==> src/rtl/bce_pkg.sv <==
// ----------------------------------------------------------------------------
// bce_pkg
// Shared types, sizes and helpers of the binary cross entropy loss block.
// ----------------------------------------------------------------------------
package bce_pkg;

   localparam int COUNT_BITS     = 16;
   localparam int LOG_TABLE_BITS = 10;

   localparam int DATA_W  = 16;
   localparam int LOSS_W  = 20;
   localparam int LAST_W  = (COUNT_BITS < 16) ? COUNT_BITS : 16;
   localparam int DIM_W   = LAST_W + 1;
   localparam int DIV_W   = 2 * DIM_W;
   localparam int TOTAL_W = 56;
   localparam int DVD_W   = TOTAL_W + 1;
   localparam int CNT_W   = $clog2(DVD_W);
   localparam int NL2_W   = LOG_TABLE_BITS + 5;
   localparam int PLN_W   = NL2_W + 32;
   localparam int LN_W    = 20;
   localparam int TA_W    = DATA_W + LN_W;
   localparam int TB_W    = DATA_W + 1 + LN_W;
   localparam int ITER_W  = $clog2(LOG_TABLE_BITS + 1);
   localparam int QDEPTH  = 2;

   localparam logic [31:0]     LN2_Q32  = 32'd2977044472;
   localparam logic [LOSS_W-1:0] LOSS_MAX = {LOSS_W{1'b1}};

   localparam logic REG_ROW_COUNT = 1'b0;
   localparam logic REG_COL_COUNT = 1'b1;

   typedef struct packed {
      logic [DATA_W-1:0] prediction;
      logic [DATA_W-1:0] target;
      logic              last;
   } bce_item_type;

   typedef struct packed {
      logic [15:0] row_count;
      logic [15:0] col_count;
   } bce_cfg_type;

   typedef struct packed {
      logic valid;
      logic full;
   } bce_qstat_type;

   typedef struct packed {
      logic idle;
      logic out_state;
   } bce_bstat_type;

   // Last index of a dimension; a count of zero wraps to the full range.
   function automatic logic [LAST_W-1:0] last_index(input logic [15:0] count);
      logic [15:0] dec;
      dec = count - 16'd1;
      return dec[LAST_W-1:0];
   endfunction

endpackage

==> src/rtl/bce_front.sv <==
// ----------------------------------------------------------------------------
// bce_front
// Accepts input words, tracks the row and column position and tags the
// last element of each matrix before handing the word to the queue.
// ----------------------------------------------------------------------------
module bce_front (
   input  logic                        clock,
   input  logic                        reset,
   input  bce_pkg::bce_cfg_type        cfg,
   input  logic                        req_valid,
   output logic                        req_stall,
   input  logic [bce_pkg::DATA_W-1:0]  req_prediction,
   input  logic [bce_pkg::DATA_W-1:0]  req_target,
   input  bce_pkg::bce_qstat_type      q_stat,
   output logic                        push,
   output bce_pkg::bce_item_type       push_item
);
   import bce_pkg::*;

   logic [COUNT_BITS-1:0] col_idx_ff, col_idx_in;
   logic [COUNT_BITS-1:0] row_idx_ff, row_idx_in;
   logic [COUNT_BITS-1:0] col_last, row_last;
   logic                  col_end, row_end;

   assign col_last = COUNT_BITS'(last_index(cfg.col_count));
   assign row_last = COUNT_BITS'(last_index(cfg.row_count));
   assign col_end  = (col_idx_ff == col_last);
   assign row_end  = (row_idx_ff == row_last);

   assign req_stall = q_stat.full;
   assign push      = req_valid && !q_stat.full;

   assign push_item.prediction = req_prediction;
   assign push_item.target     = req_target;
   assign push_item.last       = col_end && row_end;

   always_comb begin
      col_idx_in = col_idx_ff;
      row_idx_in = row_idx_ff;
      if (push) begin
         if (!col_end) begin
            col_idx_in = col_idx_ff + 1'b1;
         end else begin
            col_idx_in = '0;
            row_idx_in = row_end ? '0 : row_idx_ff + 1'b1;
         end
      end
   end

   always_ff @(posedge clock) begin
      if (reset) begin
         col_idx_ff <= '0;
         row_idx_ff <= '0;
      end else begin
         col_idx_ff <= col_idx_in;
         row_idx_ff <= row_idx_in;
      end
   end

endmodule

==> config.mk <==
export PLATFORM = sky130hd
export DESIGN_NAME = bce_front
export DESIGN_NICKNAME = d
export VERILOG_FILES = /design/src/rtl/bce_pkg.sv /design/src/rtl/bce_front.sv
export SDC_FILE = /design/constraint.sdc
export NUM_CORES = 1
export LEC_CHECK = 0
export BUFFER_PORTS_ARGS = -buffer_cell sky130_fd_sc_hd__buf_2
export CORE_MARGIN = 3
export CORE_UTILIZATION = 46
export DETAILED_ROUTE_END_ITERATION = 8
export GPL_ROUTABILITY_DRIVEN = 0
export PLACE_DENSITY = 0.78
export SYNTH_ARGS = -nofsm -noshare
export SYNTH_HDL_FRONTEND = slang
export SYNTH_SLANG_ARGS = --single-unit
==> constraint.sdc <==
create_clock -name clock -period 2.9 [get_ports clock]
set_input_delay 0.145 -clock clock [delete_from_list [all_inputs] [get_ports clock]]
set_output_delay 0.145 -clock clock [all_outputs]
set_load 0.05 [all_outputs]
* Word level (Yosys, flattened, before mapping) *
Cells that the tools add are included.

operators by class
  add/subtract/negate cells = 4
  eq/ne operators = 2
  mux-type cells = 2
  reductions and logical operators = 4

operators by type and width
  cell                   number
  $add 16x1->16 const B  2
  $eq 16x16->1           2
  $mux 16                2
  $sub 16x1->16 const B  2
  $logic_and 1x1->1      2
  $reduce_and 2->1       1
  $logic_not 1->1        1

word-level totals
  register bits after elaboration = 32
  input port bits = 69
  output and inout bits = 35

* Logic depth before layout (Yosys ltp) *
  depth after elaboration = 3
  gate-level depth with buffers = 13
  depth with buffers taken out = 10

* Least setup slack after synthesis *
OpenSTA, ideal clock, no wires.

  path type = in2reg
  start = input cfg[2] (netlist bit)
  end = register row_idx_ff[13]
  setup time = 0.066 ns
  arrival = 2.804 ns
  setup slack = 0.030 ns
  stages on the path = 10
  path buffers = 2
  cells stage by stage = or4_1 -> buf_2 -> or3_4 -> a2111oi_4 -> o22ai_2 -> nor4_4 -> nand2_2 -> buf_6 -> or4_4 -> a21oi_2

between the ends
  cells in the longest elaborated chain, start to end = 3

ends and longest elaborated chain
  element                     line             RTL
  start, declared             bce_front.sv:9   input bce_pkg::bce_cfg_type cfg,
  $sub 16x1->16               bce_pkg.sv:56    dec = count - 16'd1;
  $eq 16x16->1                bce_front.sv:27  assign col_end = (col_idx_ff == col_last);
  $reduce_and 2->1 (no line)  -
  end signal, assigned        bce_front.sv:56  row_idx_ff <= row_idx_in;
  end, declared               bce_front.sv:21  logic [COUNT_BITS-1:0] row_idx_ff, row_idx_in;

No other way between the ends.
A chain may end at the register's enable or synchronous reset.

==> impl_metrics.toml <==
[clock_tree]
cts-root-buf = "clkbuf_8"
clockBufferDepth = 2
cts.sinks = 32
clk_pin_slew_worst_paths_ps = 70
numCtsBuffers = 5
clkLatencyLatePin_ps = 280
cts_tree = "built"
ctsHtreeMaxLevel = 2

[drt]
drc = 0
drtPass1Iterations = 4
wire_per_inst_um = 13.58
wl_um = 6354
ant_nets = 0
drt-initial-drc-count = 127
via_per_inst = 5.667
num_vias = 2652

[logic_synthesis]
syn_area_sq_um = 2856
synth_nets = 442
synth_edf_count = 0
synth_flop_cell = "dfxtp_1"
synthAdderAreaFrac = 0.01752
synth-xor-area-share = 0.1656
yosysWarnings = 0
syn_inst = 369
yosysSeqAreaShare = 0.2243
synth_seq_cells = 32
avgSynthCellArea_sq_um = 7.741
synthArstFlopShare = 0
muxShareOfSynthArea = 0.01445
synth_compound_area_frac = 0.1305
synthSimpleGateAreaFrac = 0.3237
synth_top_family_by_area = "simple AND/OR/NAND/NOR gates"
ys_types = 55

[floorplanning]
rows = 28
io_pins = 104
start_util = 0.4796
die_h_um = 84.80
core_sq_um = 5956
die_w_um = 84.80
die-area_sq_um = 7191

[sta]
hold_violations = 0
setup_viol = 0
fin_crit_ps = 2785
hold_slack_ps = 93.94
fin_crit_sh = 0.9604
worst_pin_slew_ps = 440.1
fin_skew_ps = 3.898
slew_headroom = 0.7053
slew_viol_final = 0
clock.fmax_mhz = 359.0

[final_layout]
fill_cells = 574
nNetsFinal = 465
final_util = 0.5288
layout_commonest_cell = "buf_2"
num_antenna_cells = 0
area_delta_synth_final_pct = 10.25
final_cell_mix = "38 x buf_2, 32 x nor2_1, 31 x dfxtp_1, 28 x xnor2_1, 25 x xor2_1"
drive_gt1_frac = 0.2239

[worst_setup_path]
endpoint_kind = "primary output"
worstPathRequired_ps = 2760
cp_top_family = "simple AND/OR/NAND/NOR gates"
slowest_stage = "or4_1"
r2r_cells = 9
cpPeakStageDelay_ps = 550
path_cells = "buf_2 > or4_1 > or3_4 > a2111oi_4 > o22ai_2 > nor4_4 > buf_4 > and3_1 > buf_2"
cp_max_fo = 6
path_depth = 9
crit_arrival_ps = 2640
cp.buffers_inverters = 3
worstSetupPathType = "input pin to primary output"
cp-start-kind = "input pin"
critPathMostFrequentCell = "buf_2"

[power_and_ir_drop]
ir_worst_vdd_mv = 0.1527
p_leak_nw = 1.129
p_per_area_nw_per_um2 = 330.4
total_power_mw = 1.041

[global_routing]
grt-ovfl-total = 0
antenna_found_initial = 0
grt_usage = 0.1857
grt_max_degree = 15
grt_pass1_wl_um = 11100
first_global_vias = 2521

[hold_path]
hold_depth = 2
hold_class = "input pin to flip-flop"

[placement]
dp_hpwl_um = 5099
port_buffers = 38

[run_status]
outcome = "finished, final reports clean"

[run]
max_cap_violations = 0
## logic make-up (layout without fill, tap and decap cells)
| family | after synthesis | in the layout |
|---|---|---|
| AND/OR/NAND/NOR | 161 | 161 |
| AO/OA/AOI/OAI | 56 | 56 |
| adder cells (fa/ha/maj) | 4 | 4 |
| flip-flops | 32 | 32 |
| multiplexers | 4 | 4 |
| buffers and inverters | 58 | 82 |
| XOR/XNOR | 54 | 54 |
## report_power, final
part	total, mW	switching [mW]	internal [mW]
sequential	0.444	0.00285	0.441
combinational	0.169	0.0930	0.0759
clock	0.428	0.174	0.254
## synth_stat cells (10+ instances only)
library cell | instances | area share
buf_4 | 33 | 0.087
dfxtp_1 | 32 | 0.22
nor2_1 | 32 | 0.042
xnor2_1 | 29 | 0.089
xor2_1 | 25 | 0.077
a21oi_1 | 20 | 0.035
nand3_1 | 18 | 0.032
nand2_1 | 16 | 0.021
inv_1 | 14 | 0.018
nand4_1 | 14 | 0.031
nor3_1 | 11 | 0.019
or3_1 | 11 | 0.024
o21ai_0 | 10 | 0.018
## layer usage
| layer | vias up | track usage | share of wire |
|---|---|---|---|
| met1 | 1225 | 0.2215 | 0.44 |
| met5 | - | 0 | 0 |
| met4 | 0 | 0.06331 | 0.017 |
| met3 | 14 | 0.04318 | 0.057 |
| li1 | 1334 | - | - |
| met2 | 79 | 0.3260 | 0.49 |
## metrics by stage
| stage | setup TNS (ps) | worst slack [ps] | area [sq um] | std cells |
|---|---|---|---|---|
| floorplan | 0 | 30.01 | 2856 | 369 |
| global placement | -471.8 | -60.93 | 3005 | 459 |
| detailed placement | -2239 | -134.5 | 3005 | 459 |
| CTS | 0 | 102.1 | 3117 | 467 |
| global route | -75.63 | -27.32 | 3149 | 468 |
| finish | 0 | 114.8 | 3149 | 468 |
## repair_timing
action,in CTS,in global routing
buffers inserted,0,1
resized for setup,0,5
setup endpoints to repair,0,14
hold buffers,0,0
## final timing paths
kind                                      from             end  slack (ps)
worst max register to register   col_idx_ff[8]  row_idx_ff[13]         160
worst max-delay path                    cfg[2]    push_item[0]         110
worst min-delay path                     reset   col_idx_ff[1]          90
worst min register to register  row_idx_ff[15]  row_idx_ff[15]         500
## sequential cells by signal, indices dropped and copies added (netlist names)
signal      count
row_idx_ff     16
col_idx_ff     16
## worst reg2reg max path, stage by stage, from the launching register on
cell and delay (ps):
dfxtp_2 360, xnor2_2 240, or3b_2 480, mux2i_1 210, o22ai_2 120, nor4_4 280, buf_4 180, nand2_2 130
or4_4 540, a21oi_2 140
## cell type report
type                    count  area (sq um)  area share
inverters                  15         56.30     0.01788
clock inverters             3         42.54     0.01351
repair buffers             59         360.3      0.1144
well taps                  75         93.84     0.02980
flip-flops and latches     32         641.9      0.2038
clock buffers               5         68.82     0.02185
multi-input cells         279          1886      0.5987
(Power assumes the default switching activity.)
