===== src/rtl/bce_pkg.sv =====
// ----------------------------------------------------------------------------
// bce_pkg
// Shared types, sizes and helpers of the binary cross entropy loss block.
// ----------------------------------------------------------------------------
package bce_pkg;

   localparam int COUNT_BITS     = 16;
   localparam int LOG_TABLE_BITS = 10;

   localparam int DATA_W  = 16;
   localparam int LOSS_W  = 20;
   localparam int LAST_W  = (COUNT_BITS < 16) ? COUNT_BITS : 16;
   localparam int DIM_W   = LAST_W + 1;
   localparam int DIV_W   = 2 * DIM_W;
   localparam int TOTAL_W = 56;
   localparam int DVD_W   = TOTAL_W + 1;
   localparam int CNT_W   = $clog2(DVD_W);
   localparam int NL2_W   = LOG_TABLE_BITS + 5;
   localparam int PLN_W   = NL2_W + 32;
   localparam int LN_W    = 20;
   localparam int TA_W    = DATA_W + LN_W;
   localparam int TB_W    = DATA_W + 1 + LN_W;
   localparam int ITER_W  = $clog2(LOG_TABLE_BITS + 1);
   localparam int QDEPTH  = 2;

   localparam logic [31:0]     LN2_Q32  = 32'd2977044472;
   localparam logic [LOSS_W-1:0] LOSS_MAX = {LOSS_W{1'b1}};

   localparam logic REG_ROW_COUNT = 1'b0;
   localparam logic REG_COL_COUNT = 1'b1;

   typedef struct packed {
      logic [DATA_W-1:0] prediction;
      logic [DATA_W-1:0] target;
      logic              last;
   } bce_item_type;

   typedef struct packed {
      logic [15:0] row_count;
      logic [15:0] col_count;
   } bce_cfg_type;

   typedef struct packed {
      logic valid;
      logic full;
   } bce_qstat_type;

   typedef struct packed {
      logic idle;
      logic out_state;
   } bce_bstat_type;

   // Last index of a dimension; a count of zero wraps to the full range.
   function automatic logic [LAST_W-1:0] last_index(input logic [15:0] count);
      logic [15:0] dec;
      dec = count - 16'd1;
      return dec[LAST_W-1:0];
   endfunction

endpackage


===== src/rtl/bce_queue.sv =====
// ----------------------------------------------------------------------------
// bce_queue
// Two-entry queue of tagged words between the front and the back.
// ----------------------------------------------------------------------------
module bce_queue (
   input  logic                   clock,
   input  logic                   reset,
   input  logic                   push,
   input  bce_pkg::bce_item_type  push_item,
   input  logic                   pop,
   output bce_pkg::bce_item_type  pop_item,
   output bce_pkg::bce_qstat_type q_stat
);
   import bce_pkg::*;

   localparam int PTR_W = $clog2(QDEPTH);

   bce_item_type          mem_ff [QDEPTH];
   logic [PTR_W-1:0]      wr_ptr_ff, rd_ptr_ff;
   logic [PTR_W:0]        cnt_ff, cnt_in;

   assign q_stat.valid = (cnt_ff != '0);
   assign q_stat.full  = (cnt_ff == (PTR_W+1)'(QDEPTH));
   assign pop_item     = mem_ff[rd_ptr_ff];

   always_comb begin
      cnt_in = cnt_ff;
      if (push && !pop) begin
         cnt_in = cnt_ff + 1'b1;
      end else if (pop && !push) begin
         cnt_in = cnt_ff - 1'b1;
      end
   end

   always_ff @(posedge clock) begin
      if (push) begin
         mem_ff[wr_ptr_ff] <= push_item;
      end
   end

   always_ff @(posedge clock) begin
      if (reset) begin
         wr_ptr_ff <= '0;
         rd_ptr_ff <= '0;
         cnt_ff    <= '0;
      end else begin
         if (push) begin
            wr_ptr_ff <= (wr_ptr_ff == PTR_W'(QDEPTH - 1)) ? '0 : wr_ptr_ff + 1'b1;
         end
         if (pop) begin
            rd_ptr_ff <= (rd_ptr_ff == PTR_W'(QDEPTH - 1)) ? '0 : rd_ptr_ff + 1'b1;
         end
         cnt_ff <= cnt_in;
      end
   end

endmodule


===== config.mk =====
export PLATFORM = sky130hd
export DESIGN_NAME = bce_queue
export DESIGN_NICKNAME = d
export VERILOG_FILES = /design/src/rtl/bce_pkg.sv /design/src/rtl/bce_queue.sv
export SDC_FILE = /design/constraint.sdc
export NUM_CORES = 1
export LEC_CHECK = 0
export CAP_MARGIN = 20
export CORE_UTILIZATION = 45
export CTS_CLUSTER_DIAMETER = 30
export DETAILED_ROUTE_END_ITERATION = 6
export DONT_BUFFER_PORTS = 1
export SLEW_MARGIN = 20
export SYNTH_ARGS = -nofsm -noshare
export SYNTH_HDL_FRONTEND = slang
export SYNTH_SLANG_ARGS = --single-unit

===== constraint.sdc =====
create_clock -name clock -period 5.3 [get_ports clock]
set_clock_uncertainty 0.15 [all_clocks]
set_input_delay 0.795 -clock clock [delete_from_list [all_inputs] [get_ports clock]]
set_output_delay 0.795 -clock clock [all_outputs]
set_load 0.02 [all_outputs]

Yosys cells after proc, flatten, opt, wreduce, memory -nomap -nowiden
Memory sizes are Yosys's and may differ from the RTL's. A register that Yosys moved wholly into a read port is not among the register bits.
Cells that the tools add are included.
{"block": "word_totals", "register_bits": 4, "latchBits": 0, "mem_bits_rw": 66, "rom_bits": 0, "in_bits": 37, "out_inout_bits": 35, "elab_cells": 23, "n_memories": 1}
{"memory": "mem_ff", "words": 2, "word_bits": 33, "rd": 1, "rd_clocked_by_memory_dff": 1, "wr": 1, "line": "bce_queue.sv:18", "text": "bce_item_type mem_ff [QDEPTH];"}
{"block": "op_classes", "n_addsub": 4, "multipliers": 0, "div_mod_pow": 0, "magnitude_cmp": 0, "n_eq_ne": 1, "shift": 0, "n_mux": 8, "bitwise": 0, "n_reduce_logical": 6}
{"op": "$mux W1", "n": 6}
{"op": "$mux W2", "n": 2}
{"op": "$reduce_bool A2 Y1", "n": 2}
{"op": "$add A1 B1 Y1 const B", "n": 2}
{"op": "$add A2 B1 Y2 const B", "n": 1}
{"op": "$eq A2 B2 Y1 const B", "n": 1}
{"op": "$logic_and A1 B1 Y1", "n": 2}
{"op": "$logic_not A1 Y1", "n": 2}
{"op": "$sub A2 B1 Y2 const B", "n": 1}

Logic depth before layout (Yosys ltp)
Gate-level depths: netlist (run 1).
{"block": "logic_depth", "word_depth": 4, "mapped_depth": 5, "mapped_depth_nobuf": 5}

Worst setup path after synthesis (run 1)
OpenSTA, ideal clock, no wires.
{"block": "synth_path", "path_kind": "input port to flip-flop", "from": "input push", "to": "memory mem_ff[0][0] (netlist bit), enable pin", "setup_ns": 0.427, "t_arrival_ns": 2.285, "t_required_ns": 4.723, "slack_ns": 2.438, "path_stages": 1, "path_buffers": 0, "cell_sequence": "nor2b_1"}
{"block": "synth_via", "elab_chain_cells": 2}
{"element": "start, declared", "line": "bce_queue.sv:8", "text": "input logic push,"}
{"element": "$mux W1", "line": "bce_queue.sv:36", "text": "if (push) begin"}
{"element": "$mux W1 (implied by the code)", "line": "bce_queue.sv:37", "text": "mem_ff[wr_ptr_ff] <= push_item;"}
{"element": "end, declared", "line": "bce_queue.sv:18"}
Every way passes these cells.

==> results of run 1 <==
-- logic make-up after synthesis --
| family | count (synthesis) |
|---|---|
| flip-flops | 71 |
| AND/OR/NAND/NOR | 9 |
| adder cells (fa/ha/maj) | 1 |
| buffers and inverters | 5 |
| AO/OA/AOI/OAI | 2 |
| multiplexers | 33 |
| XOR/XNOR | 4 |
-- report_power, final --
part | leakage, uW | total (uW) | internal [uW] | switching (uW)
sequential | 0.000661 | 664 | 653 | 10.8
combinational | 0.000190 | 118 | 38.5 | 79.3
clock | 0.000102 | 439 | 261 | 177
-- through the flow --
stage                     instances  cell area (sq um)
after floorplan                 125               2590
final                           210               2870
after global placement          194               2670
after detailed placement        194               2670
after CTS                       210               2870
after global routing            210               2870
-- worst max-delay path: cells and delay by family, from the launching register on --
family	cells	cell delay (ns)
buf+inv	1	0.38
flops	1	0.37
mux	1	0.45
-- area by class of cell --
class | instances | area (sq um) | area share [%]
clock inverters | 5 | 72.6 | 2.53
flip-flops and latches | 71 | 2080 | 72.4
repair buffers | 1 | 7.51 | 0.261
multi-input cells | 49 | 487 | 16.9
well taps | 72 | 90.1 | 3.13
inverters | 1 | 3.75 | 0.131
clock buffers | 11 | 131 | 4.57
-- registers in the layout, indices dropped and copies added, names as in the netlist, named ones only --
signal,count
wr_ptr_ff,1
cnt_ff,2
mem_ff,66
rd_ptr_ff,1
-- worst paths after layout --
check / from / endpoint / slack (ns) / cells after the start
hold / removal: cnt_ff[1] / cnt_ff[1] / 0.36 / 2
hold reg to reg: cnt_ff[1] / cnt_ff[1] / 0.36 / 2
setup reg to reg: wr_ptr_ff / mem_ff[1][28] / 3.66 / 1
setup / recovery: flip-flop / pop_item[0] / 2.81 / 2
-- cells in the final DEF (no fill, tap or decap), drive strengths merged, types with 2 or more instances in the layout --
| cell type | n |
|---|---|
| clkbuf | 11 |
| mux2 | 33 |
| xnor2 | 2 |
| nor2 | 4 |
| clkinv | 3 |
| dfxtp | 5 |
| edfxtp | 66 |
| bufinv | 2 |
| xor2 | 2 |
-- per-layer routing --
| metal | global-route usage, % | up-vias | wire, um |
|---|---|---|---|
| li1 | - | 495 | - |
| met3 | 7.88 | 8 | 379 |
| met4 | 8.49 | 0 | 76 |
| met1 | 13.1 | 534 | 1370 |
| met2 | 23.6 | 41 | 2110 |
| met5 | 0 | - | 0 |
==> out/results.ini, run 1 <==
[sta]
finalWorstSetupSlack_ns=2.81
unrepaired_setup_endpoints_after_global_routing=false
hold_violations=0
tns_ns=0
final-max-slew-violation-count=0
slew_headroom_pct=37.3
tightest_slew_ns=0.939
fin_crit_ns=2.49
min_period_over_period_pct=46.9
max_freq_ghz=0.402
setup_viol=0
worst_hold_slack_ns=0.362

[clocking]
clock_path_buffers=2
htreeDepth=3
clk-insertion-delay-late_ns=0.32
cts_buffers=9
path_clk_slew_ns=0.07
tritoncts_num_sinks=71
post-cts-setup-buffers=0
hold_buffers=0
tritoncts=built
postCtsResizedCells=0
ctsRootBufferMaster=sky130_fd_sc_hd__clkbuf_8

[synth]
yosys-mux-area-fraction_pct=14.3
synth_ff_type=sky130_fd_sc_hd__edfxtp_1
synth_top_family_by_area=multiplexers
synth_top_cells_by_area=sky130_fd_sc_hd__edfxtp_1 76%, sky130_fd_sc_hd__mux2_2 14%, sky130_fd_sc_hd__dfxtp_1 3.9%
yosys.area.top_type=sky130_fd_sc_hd__edfxtp_1
synth.distinct_cells=17
synth.top_cell.area_share_pct=76.5
synthesis.yosys.warnings=0
yosys.area_share.adder_pct=0.483
post_synth_xor_area_fraction_pct=1.35
syn-cell-area_sq_um=2590
synth_edf_count=66
post-synth-top-count-cell=sky130_fd_sc_hd__edfxtp_1
ys_ff_latch=71
synth.yosys.seq_area_share_pct=80.3
mean_syn_cell_area_sq_um=20.7
synth_compound_area_share_pct=0.386
asyncSetResetFlopFracSynth_pct=0
syn_inst=125
post_synthesis_net_count=163
synth_simple_gate_area_share_pct=1.88
netlist_top_cells_count=66 x sky130_fd_sc_hd__edfxtp_1, 33 x sky130_fd_sc_hd__mux2_2, 5 x sky130_fd_sc_hd__dfxtp_1

[power_and_ir_drop]
p_total_uw=1220
ir_drop_v=0.000219
power.leakage_uw=0.000953
power_density_over_the_cells_nw_per_um2=424

[place]
globalplace.congestion=0.630
pre_cts_ws_ns=3.13
port_buffers=0
hpwl_um=2470

[grt]
gr-usage-all-layers_pct=14.0
antenna_found_initial=0
grt_start_max_net_pins=34
number_of_global_route_vias_before_repair=1182
global_route_wire_length_before_repair_um=5900
overflow=0

[drt]
post_drt_wl_per_cell_um=18.7
detail_route.iter0.violations=58
average_vias_per_placed_instance=5.13
totalWireLength_um=3930
detail-route-antenna-nets=0
via_count=1078
drt_pass1_iterations=3
post-route-drc-count=0

[floorplanning]
start_util_pct=46.8
floorplan.rows=27
chipWidth_um=77.9
floorplan.core_area_sq_um=5540
num_io_pins=72
dieHeight_um=77.9
die_area_sq_um=6070

[critical_path]
critical_path_required_ns=4.36
worst_setup_path_start_kind=flip-flop
crit_type=flip-flop to output port
cp_cell_sequence=buf_4 > mux2_2
worst_path_largest_cell_delay_ns=0.45
timing.critical_path.arrival_ns=1.54
cp-end-kind=output port
critPathMaxFanout=31
worst_path_max_delay_cell=sky130_fd_sc_hd__mux2_2

[worst_hold_path]
min-delay-path-class=flip-flop to flip-flop

[finish]
layout.filler_cells=447
antenna_cells=0
layout-area-overhead-vs-synth_pct=10.9
final_net_count=171
postLayoutCoreUtil_pct=51.9
drive_gt1_share_pct=36.2

[status]
run_status=completed

[flow_run]
maxCapViolCount=0

(Power assumes the default switching activity.)
==> run 2: changes to the inputs <==
Clock period 5.3 ns to 2.45 ns, I/O delays scaled along.
==> run 2 against run 1 <==
  * Register-to-register slack got worse by 2.9 ns
  * Combinational power increased to 2.7 times the previous value
  * Largest cell class unchanged
  * Critical path type unchanged
  * Power increased by 120%
==> out/results.ini, run 2 (synthesis gave the netlist of run 1 again) <==
[finish]
instances_no_fill=245  ; was 210
layout.filler_cells=428  ; was 447
max_reg_flops=66  ; unchanged
layout-area-overhead-vs-synth_pct=24.8  ; was 10.9%
commonest_non_fill_non_tap_cell_in_the_layout=sky130_fd_sc_hd__edfxtp_1  ; unchanged
registers.top_by_ff_count=mem_ff  ; unchanged
final_net_count=206  ; was 171
drive_gt1_share_pct=29.5  ; was 36.2%
layout.cells.most_common_list=66 x sky130_fd_sc_hd__edfxtp_1, 34 x sky130_fd_sc_hd__dlygate4sd3_1, 33 x sky130_fd_sc_hd__mux2_2, 9 x sky130_fd_sc_hd__clkbuf_8, 5 x sky130_fd_sc_hd__dfxtp_1  ; was 66 x sky130_fd_sc_hd__edfxtp_1, 33 x sky130_fd_sc_hd__mux2_2, 9 x sky130_fd_sc_hd__clkbuf_8, 5 x sky130_fd_sc_hd__dfxtp_1, 4 x sky130_fd_sc_hd__nor2_1
antenna_cells=0  ; unchanged
largest_regs=mem_ff x66, cnt_ff x2  ; unchanged

[critical_path]
crit_type=flip-flop to output port  ; unchanged
cp-end-kind=output port  ; unchanged
worst_path_largest_cell_delay_ns=0.45  ; about the same
critPathMaxFanout=31  ; unchanged
timing.critical_path.arrival_ns=1.52  ; was 1.54 ns
worst_setup_path_start_kind=flip-flop  ; unchanged
critical_path_required_ns=1.93  ; was 4.36 ns
setup.reg_to_reg.worst_slack_ns=0.80  ; was 3.66 ns
cp_cell_sequence=buf_4 > mux2_2  ; unchanged
worst_path_max_delay_cell=sky130_fd_sc_hd__mux2_2  ; unchanged

[clocking]
ctsRootBufferMaster=sky130_fd_sc_hd__clkbuf_8  ; unchanged
tritoncts=built  ; unchanged
htreeDepth=3  ; unchanged
postCtsResizedCells=0  ; unchanged
clock_path_buffers=2  ; unchanged
post-cts-setup-buffers=0  ; unchanged
hold_buffers=34  ; was 0
path_clk_slew_ns=0.07  ; about the same
tritoncts_num_sinks=71  ; unchanged
cts_buffers=9  ; unchanged
clk-insertion-delay-late_ns=0.31  ; was 0.32 ns

[sta]
tightest_slew_ns=0.805  ; was 0.939 ns
unrepaired_setup_endpoints_after_global_routing=false  ; unchanged
max_freq_ghz=0.490
slew_headroom_pct=46.3  ; was 37.3%
min_period_over_period_pct=83.3
final-max-slew-violation-count=0  ; unchanged
finalWorstSetupSlack_ns=0.409  ; was 2.81 ns
tns_ns=0  ; unchanged
fin_crit_ns=2.04
setup_viol=0  ; unchanged
hold_violations=0  ; unchanged

[place]
globalplace.congestion=0.613  ; was 0.630
count_of_placed_standard_cells_including_taps=195  ; was 194
port_buffers=0  ; unchanged
pre_cts_ws_ns=0.716  ; was 3.13 ns

[flow_run]
maxCapViolCount=0  ; unchanged

[floorplanning]
floorplan.rows=27  ; unchanged
num_io_pins=72  ; unchanged
floorplan.core_area_sq_um=5540  ; unchanged
start_util_pct=46.8  ; unchanged
dieHeight_um=77.9  ; unchanged
die_area_sq_um=6070  ; unchanged
chipWidth_um=77.9  ; unchanged

[drt]
detail-route-antenna-nets=0  ; unchanged
average_vias_per_placed_instance=4.92  ; was 5.13
post-route-drc-count=0  ; unchanged
totalWireLength_um=4170  ; was 3930 um
via_count=1206  ; was 1078
detail_route.iter0.violations=51  ; was 58
drt_pass1_iterations=4  ; was 3
post_drt_wl_per_cell_um=17.0  ; was 18.7 um

[grt]
global_route_wire_length_before_repair_um=6290  ; was 5900 um
overflow=0  ; unchanged
grt_start_max_net_pins=34  ; unchanged
gr-usage-all-layers_pct=14.5  ; was 14.0%
antenna_found_initial=0  ; unchanged
number_of_global_route_vias_before_repair=1321  ; was 1182

[power_and_ir_drop]
p_switching_uw=594  ; was 267 uW
power_density_over_the_cells_nw_per_um2=834  ; was 424 nW/um^2
power.leakage_uw=0.00110  ; was 0.000953 uW
seq_power_share_pct=53.2  ; was 54.4%
ir_drop_v=0.000372  ; was 0.000219 V
cellInternalPower_uw=2100  ; was 953 uW
comb_power_share_pct=11.7  ; was 9.7%
p_sw_share_pct=22.0  ; was 21.9%
power.clock.fraction_pct=35.2  ; was 35.9%

[worst_hold_path]
min-delay-path-class=input port to flip-flop  ; was flip-flop to flip-flop

[status]
run_status=completed  ; unchanged

==> run 2: cell types whose count changed in the layout (fill, tap and decap cells not counted) <==
cell and delta:
sky130_fd_sc_hd__dlygate4sd3_1 +34, sky130_fd_sc_hd__buf_12 +1
==> run 2: cell type report <==
| type | count | area [sq um] | area share, % |
|---|---|---|---|
| flip-flops and latches | 71 | 2080 | 64.4 |
| clock buffers | 11 | 131 | 4.06 |
| clock inverters | 5 | 72.6 | 2.24 |
| multi-input cells | 49 | 487 | 15.0 |
| repair buffers | 36 | 368 | 11.4 |
| well taps | 72 | 90.1 | 2.79 |
| inverters | 1 | 3.75 | 0.116 |
==> run 2: routing by layer <==
layer  global-route usage, %  part of all wire, %  wire [um]  up-vias
met3                    5.06                  5.8        240        4
met2                    25.7                   56       2310       37
met5                       0                    0          0        -
met4                    7.92                 0.60         25        0
met1                    14.8                   38       1590      597
li1                        -                    -          -      568
==> run 2: critical path, delay by kind of cell, from the launching register on <==
| kind | cells | cell delay (ns) |
|---|---|---|
| muxes | 1 | 0.45 |
| DFF | 1 | 0.37 |
| buffers and inverters | 1 | 0.37 |
==> run 2: worst paths after layout <==
kind / depth (start not counted) / start / end
setup / recovery: 2 / flip-flop / pop_item[0]
hold / removal: 2 / push / wr_ptr_ff
setup reg to reg: 1 / wr_ptr_ff / mem_ff[1][21]
hold reg to reg: 2 / cnt_ff[1] / cnt_ff[1]
==> run 2: power by group through the flow <==
stage / sequential, uW / combinational (uW) / clock (uW)
2_1_floorplan: 1450 / 232 / 0
3_3_place_gp: 1460 / 262 / 0
3_5_place_dp: 1460 / 268 / 0
4_1_cts: 1430 / 321 / 970
5_1_grt: 1440 / 334 / 1020
6_report: 1430 / 314 / 948
==> run 2: through the flow <==
stage	hold slack (ns)	instance area, sq um	total power, uW	utilization (%)
6_report	0.0506	3230	2700	58.4
4_1_cts	0.0382	3230	2720	58.4
5_1_grt	0.0393	3230	2800	58.4
3_5_place_dp	0.290	2690	1730	48.6
2_1_floorplan	0.287	2590	1690	-
3_3_place_gp	0.288	2690	1720	48.6
